## config.mk

```make
export PLATFORM = sky130hd
export DESIGN_NAME = bma_div
export DESIGN_NICKNAME = d
export VERILOG_FILES = /design/src/bma_pkg.sv /design/src/bma_div.sv
export SDC_FILE = /design/constraint.sdc
export NUM_CORES = 1
export LEC_CHECK = 0
export ABC_AREA = 1
export BUFFER_PORTS_ARGS = -buffer_cell sky130_fd_sc_hd__buf_4
export CAP_MARGIN = 25
export CORE_ASPECT_RATIO = 0.8
export CORE_UTILIZATION = 59
export CTS_CLUSTER_SIZE = 10
export DETAILED_ROUTE_END_ITERATION = 6
export HOLD_SLACK_MARGIN = 0.1
export PLACE_DENSITY = 0.86
export SLEW_MARGIN = 0
export SYNTH_ARGS = -nofsm -noshare
export SYNTH_HDL_FRONTEND = slang
export SYNTH_SLANG_ARGS = --single-unit
```

## constraint.sdc

```tcl
create_clock -name i_clk -period 4.9 [get_ports i_clk]
set_input_delay 0.245 -clock i_clk [delete_from_list [all_inputs] [get_ports i_clk]]
set_output_delay 0.245 -clock i_clk [all_outputs]
set_load 0.05 [all_outputs]
```

## src/bma_pkg.sv

```systemverilog
package bma_pkg;

    // Geometry
    localparam int BINS       = 32768;
    localparam int BIN_W      = $clog2(BINS);
    localparam int COUNT_BITS = 20;
    localparam int SUM_W      = 52;
    localparam int WORD_W     = SUM_W + COUNT_BITS;
    localparam int STEP_W     = $clog2(SUM_W + 1);

    // Field widths
    localparam int IDX_W    = 17;
    localparam int SAMPLE_W = 32;
    localparam int NUM_W    = 16;
    localparam int MEAN_W   = 32;
    localparam int HIT_W    = 20;

    localparam int IN_DATA_W  = 8 * ((IDX_W + SAMPLE_W + 7) / 8);
    localparam int OUT_FLD_W  = NUM_W + MEAN_W + HIT_W;
    localparam int OUT_DATA_W = 8 * ((OUT_FLD_W + 7) / 8);
    localparam int OUT_PAD_W  = OUT_DATA_W - OUT_FLD_W;

    // Saturation limits
    localparam logic [SUM_W-1:0] SUM_MAX = {1'b0, {(SUM_W-1){1'b1}}};
    localparam logic [SUM_W-1:0] SUM_MIN = {1'b1, {(SUM_W-1){1'b0}}};
    localparam logic [COUNT_BITS-1:0] COUNT_MAX = {COUNT_BITS{1'b1}};
    localparam logic [HIT_W-1:0]      HIT_MAX   = {HIT_W{1'b1}};
    localparam logic [MEAN_W-1:0]     MEAN_MAX  = {1'b0, {(MEAN_W-1){1'b1}}};
    localparam logic [MEAN_W-1:0]     MEAN_MIN  = {1'b1, {(MEAN_W-1){1'b0}}};
    localparam logic [SUM_W-1:0]      Q_POS_LIM = SUM_W'(MEAN_MAX);
    localparam logic [SUM_W-1:0]      Q_NEG_LIM = SUM_W'(MEAN_MIN);

    // Function codes
    localparam logic FUNC_ACC  = 1'b0;
    localparam logic FUNC_READ = 1'b1;

    // Bin memory write port
    typedef struct packed {
        logic              en;
        logic [BIN_W-1:0]  addr;
        logic [WORD_W-1:0] data;
    } t_ram_wr;

endpackage

```

## src/bma_div.sv

```systemverilog
module bma_div
    import bma_pkg::*;
(
    input  logic                  i_clk,
    input  logic                  i_rst_n,
    input  logic                  i_start,
    input  logic [SUM_W-1:0]      i_dividend,
    input  logic [COUNT_BITS-1:0] i_divisor,
    output logic                  o_done,
    output logic [SUM_W-1:0]      o_quotient
);

    // Restoring divider, one quotient bit per cycle
    logic                  r_busy, n_busy;
    logic                  r_done, n_done;
    logic [STEP_W-1:0]     r_step, n_step;
    logic [SUM_W-1:0]      r_q, n_q;
    logic [COUNT_BITS-1:0] r_rem, n_rem;
    logic [COUNT_BITS-1:0] r_dvs, n_dvs;
    logic [COUNT_BITS:0]   shifted;
    logic [COUNT_BITS:0]   diff;

    assign shifted = {r_rem, r_q[SUM_W-1]};
    assign diff    = shifted - {1'b0, r_dvs};

    always_comb begin
        n_busy = r_busy;
        n_done = 1'b0;
        n_step = r_step;
        n_q    = r_q;
        n_rem  = r_rem;
        n_dvs  = r_dvs;
        if (i_start) begin
            n_busy = 1'b1;
            n_step = STEP_W'(SUM_W);
            n_q    = i_dividend;
            n_rem  = '0;
            n_dvs  = i_divisor;
        end else if (r_busy) begin
            // trial subtract; keep it when it does not go negative
            if (!diff[COUNT_BITS]) begin
                n_rem = diff[COUNT_BITS-1:0];
                n_q   = {r_q[SUM_W-2:0], 1'b1};
            end else begin
                n_rem = shifted[COUNT_BITS-1:0];
                n_q   = {r_q[SUM_W-2:0], 1'b0};
            end
            n_step = r_step - 1'b1;
            if (r_step == STEP_W'(1)) begin
                n_busy = 1'b0;
                n_done = 1'b1;
            end
        end
    end

    always_ff @(posedge i_clk) begin
        if (!i_rst_n) begin
            r_busy <= 1'b0;
            r_done <= 1'b0;
        end else begin
            r_busy <= n_busy;
            r_done <= n_done;
        end
    end

    always_ff @(posedge i_clk) begin
        r_step <= n_step;
        r_q    <= n_q;
        r_rem  <= n_rem;
        r_dvs  <= n_dvs;
    end

    assign o_done     = r_done;
    assign o_quotient = r_q;

endmodule

```

-- After elaboration in Yosys (flattened, before gate mapping)
Cells that the tools add are included.
W data, S select, Z words.
- register bits: 100
- bits of input ports: 75
- output and inout port bits: 53
- logic and storage cells: 21
- $add $sub $neg: 2
- equal/unequal tests: 1
- mux-type cells: 8
- bitwise logic cells: 2
- reduce and logical (&&, ||, !) cells: 2
- operator list (operator ; number):
    $mux W52 ; 2
    $sub A21 B20 Y21 ; 1
    $mux W20 ; 1
    $eq A6 B1 Y1 const B ; 1
    $sub A6 B1 Y6 const B ; 1
    $mux W1 ; 5
    $reduce_or A3 Y1 ; 1
    $not A1 Y1 ; 2
    $reduce_bool A2 Y1 ; 1

-- Depth between registers and ports, before layout
- depth in word-level cells: 4
- depth in mapped cells: 16
- mapped depth without buffers: 16

-- Worst setup path before layout
OpenSTA, ideal clock, no wires.
- path kind: register to register
- start point: register r_q[51] (netlist: o_quotient[51])
- end point: register r_q[0] (netlist: o_quotient[0]), data pin
- library setup time: 0.265 ns
- arrival time: 2.158 ns
- required time: 4.635 ns
- setup slack: 2.476 ns
- cell stages (with the launch flop): 13
- buffers on the path: 1
- period minus slack after synthesis: 2.424 ns
- path through: edfxtp_1 -> inv_1 -> ha_1 -> fa_1 -> inv_1 -> nand3_1 -> nand2_2 -> nand3b_4 -> nand3_2 -> nand2_1 -> nand2_2 -> buf_6 -> o21ai_1
- longest elaborated chain between the ends: 4
- RTL lines (item ; line ; RTL):
    start: declaration ; bma_div.sv:17 ; logic [SUM_W-1:0] r_q, n_q;
    start signal: assignment ; bma_div.sv:68 ; r_q <= n_q;
    $sub A21 B20 Y21 ; bma_div.sv:24 ; assign diff = shifted - {1'b0, r_dvs};
    $mux W1 ; bma_div.sv:41 ; if (!diff[COUNT_BITS]) begin
    $mux W52 ; bma_div.sv:39 ; end else if (r_busy) begin
    $mux W52 ; bma_div.sv:33 ; if (i_start) begin
    net n_q[0] ; bma_div.sv:17 ;
The timed path passes the listed nets, and every way through them passes these cells. The select of a mux whose other input is x is not followed.
A chain may end at the register's enable or synchronous reset.

-- Worst setup path in the final report
- start point: register r_q[51] (netlist: o_quotient[51])
- end point: register r_rem[5]
- longest elaborated chain between the ends: 2
- RTL lines (item ; line ; RTL):
    $sub A21 B20 Y21 ; bma_div.sv:24 ;
    $mux W20 ; bma_div.sv:41 ;
    end signal: assignment ; bma_div.sv:69 ; r_rem <= n_rem;
    end: declaration ; bma_div.sv:18 ; logic [COUNT_BITS-1:0] r_rem, n_rem;
No other way between the ends.

==> metrics.csv <==
metric,value,unit
status,"finished, violations left",
failed_checks,design-rule violations,
syn-cell-area,5730,um2
rr_endpoint,r_rem[5],
wl_per_cell,14.7,um
routed_wl,14.5,mm
antenna_found_initial,0,
period_needed,2.44,ns
crit_required,5.14,ns
io_buffers,127,
via_per_inst,5.23,
place_congestion,0.937,
placementRows,31,
p_leak,3.81,nW
clk_pin_slew,0.07,ns
dp_cells,948,
cts_resized,0,
worstHoldEndpoint,o_quotient[17],
n_antenna_cell,0,
tritoncts,yes,
drcViolationCount,1,
dr_wl_met3,1.18,mm
r2r_setup_slack,2.46,ns
critPathMostFrequentCell,nand2_2,
syn_area_per_cell,7.94,um2
vias,5155,
start_util,0.621,
worstPathMaxFanout,21,
hold_viol_final,0,
dieArea,10100,um2
numCtsBuffers,9,
die_y,90.2,um
final_cells,985,
grt_pass1_vias,5007,
crit_slowest_cell,fa_1,
min_from,i_dividend[17],
wl_met2,6.96,mm
fmax,409,MHz
synthDistinctLibCells,36,
dr.pass1.iters,7,
nets,963,
synthArstFlopShare,0,
num_io_pins,128,
coreArea,9230,um2
hold_path_class,in -> reg,
power_density,301,nW/um2
hpwl,10.1,mm
area_delta_synth_final,26.0,%
cp-start-kind,flip-flop,
ys_ff_latch,100,
syn-num-nets,820,
critPathArrivalTime,2.68,ns
grtUsageTotal,0.299,
routed.top_layer,met4,
yosys_warnings,0,
rsz0062_at_grt,no,
whs_path_depth,3,
cts_max_level,3,
critPathCaptureType,flip-flop,
grt_pass1_wl,23.9,mm
setup_tns,0,ns
wl_met1,6.09,mm
r2r-start,o_quotient[51],
worstMarginPinSlew,0.881,ns
antenna_left,0,
reg2reg_depth,13,
grt_max_degree,79,
synth_sequential_area_ratio,0.475,
period_share,0.498,
slowest_delay,0.42,ns
globalRouteOverflowTotal,0,
drv_slew,0,
synth_edf_count,72,
path_cells,inv_1 > ha_1 > fa_1 > inv_1 > nand3_1 > nand2_2 > nand3b_4 > nand3_2 > nand2_1 > nand2_2 > nand2_1 > nand3_2 > nand2_2,
drt_iter0_markers,332,
synth_flop_cell,edfxtp_1,
syn_inst,722,
clock_latency,0.35,ns
drive_gt1_frac,0.225,
drv_cap,0,
clock-sinks,100,
dieWidth,112,um
clk_path_buf_depth,2,
cts_root_buffer,clkbuf_16,
skew,0.0110,ns
setup_violations,0,
crit_type,reg -> reg,
max_slew_margin,0.412,
peakVddDrop,248,uV
-- per-layer routing --
metal / vias up / track usage
li1: 2530 / -
met1: 2403 / 0.385
met2: 199 / 0.493
met3: 23 / 0.0823
met4: 0 / 0.0900
met5: - / 0
-- synth_stat cells, types with 2 or more instances --
cell type    n  area, um2
nand2_1    316       1190
inv_1      103        387
edfxtp_1    72       2160
nand3_1     31        155
dfxtp_1     28        561
nor2_1      28        105
ha_1        22        275
nand2_2     17        106
a21oi_1     15       75.1
nand2_4     12        135
clkbuf_1    11       41.3
nand3_2     11        110
xnor2_1      6       52.6
nand4_1      5       31.3
nor3_1       5       25.0
xor2_1       5       43.8
o21ai_1      4       20.0
buf_6        3       33.8
inv_2        3       11.3
o21ai_0      3       15.0
o21bai_1     3       22.5
a21oi_2      2       17.5
buf_1        2       7.51
clkinv_1     2       7.51
nor2_4       2       22.5
-- area by class of cell --
type	instances	area, um2
fill	653	2010
clock inverter	5	37.5
tap	115	144
clock buffer	11	233
timing repair buffer	150	1190
multi-input combinational	496	2490
inverter	108	405
sequential	100	2720
-- layout by cell type, fill, tap and decap left out, types with 6 or more instances in the layout --
master / instances
a21oi_1: 15
buf_4: 129
clkbuf_16: 9
dfxtp_1: 28
dlygate4sd3_1: 20
edfxtp_1: 72
ha_1: 22
inv_1: 102
nand2_1: 316
nand2_2: 17
nand2_4: 12
nand3_1: 31
nand3_2: 11
nor2_1: 28
xnor2_1: 6
-- power breakdown --
group | internal (mW) | total (mW) | switching (mW)
sequential | 0.984 | 1.02 | 0.0386
clock | 0.349 | 0.673 | 0.324
combinational | 0.160 | 0.482 | 0.322
total | 1.49 | 2.18 | 0.685
-- state kept, by name, indices dropped and copies added, names as in the netlist --
register and count:
r_rem 20, r_dvs 20, r_step 6, r_busy 1, o_done 1, o_quotient 52
-- stage by stage --
stage | utilization | power, mW | instance area, um2 | setup WS [ns] | hold WS, ns
2_1_floorplan | - | 1.33 | 5730 | 2.48 | 0.344
3_3_place_gp | 0.730 | 1.49 | 6740 | 2.48 | 0.423
3_5_place_dp | 0.730 | 1.50 | 6740 | 2.40 | 0.425
4_1_cts | 0.781 | 2.18 | 7210 | 2.46 | 0.143
5_1_grt | 0.783 | 2.25 | 7230 | 2.31 | 0.163
6_report | 0.783 | 2.18 | 7230 | 2.46 | 0.161
-- critical path, delay by kind of cell (launching register included) --
kind | cells | cell delay, ns
flip-flops | 1 | 0.34
adder cells (fa/ha/maj) | 2 | 0.65
AND/OR/NAND/NOR | 9 | 1.18
buffers and inverters | 2 | 0.15
-- logic make-up after synthesis --
group / count (synthesis) / share of synthesized area
AO/OA/AOI/OAI: 30 / 0.0301
XOR/XNOR: 11 / 0.0168
adder cells (fa/ha/maj): 23 / 0.0515
buffers and inverters: 126 / 0.0899
flip-flops: 100 / 0.475
AND/OR/NAND/NOR: 432 / 0.337
-- worst max path at each step --
stage                     end  cells past startpoint      startpoint
5_1_grt              r_rem[6]                     13  o_quotient[51]
3_5_place_dp   o_quotient[38]                      4         i_start
3_3_place_gp   o_quotient[42]                      4         i_start
6_report             r_rem[5]                     13  o_quotient[51]
2_1_floorplan   o_quotient[0]                     12  o_quotient[51]
4_1_cts              r_rem[5]                     13  o_quotient[51]
-- what timing repair did --
item                      in CTS  in global routing
hold buffers                  20                  0
hold endpoints to repair      20                  0
buffers inserted               0                  0
Power figures use the tool's default switching activity.
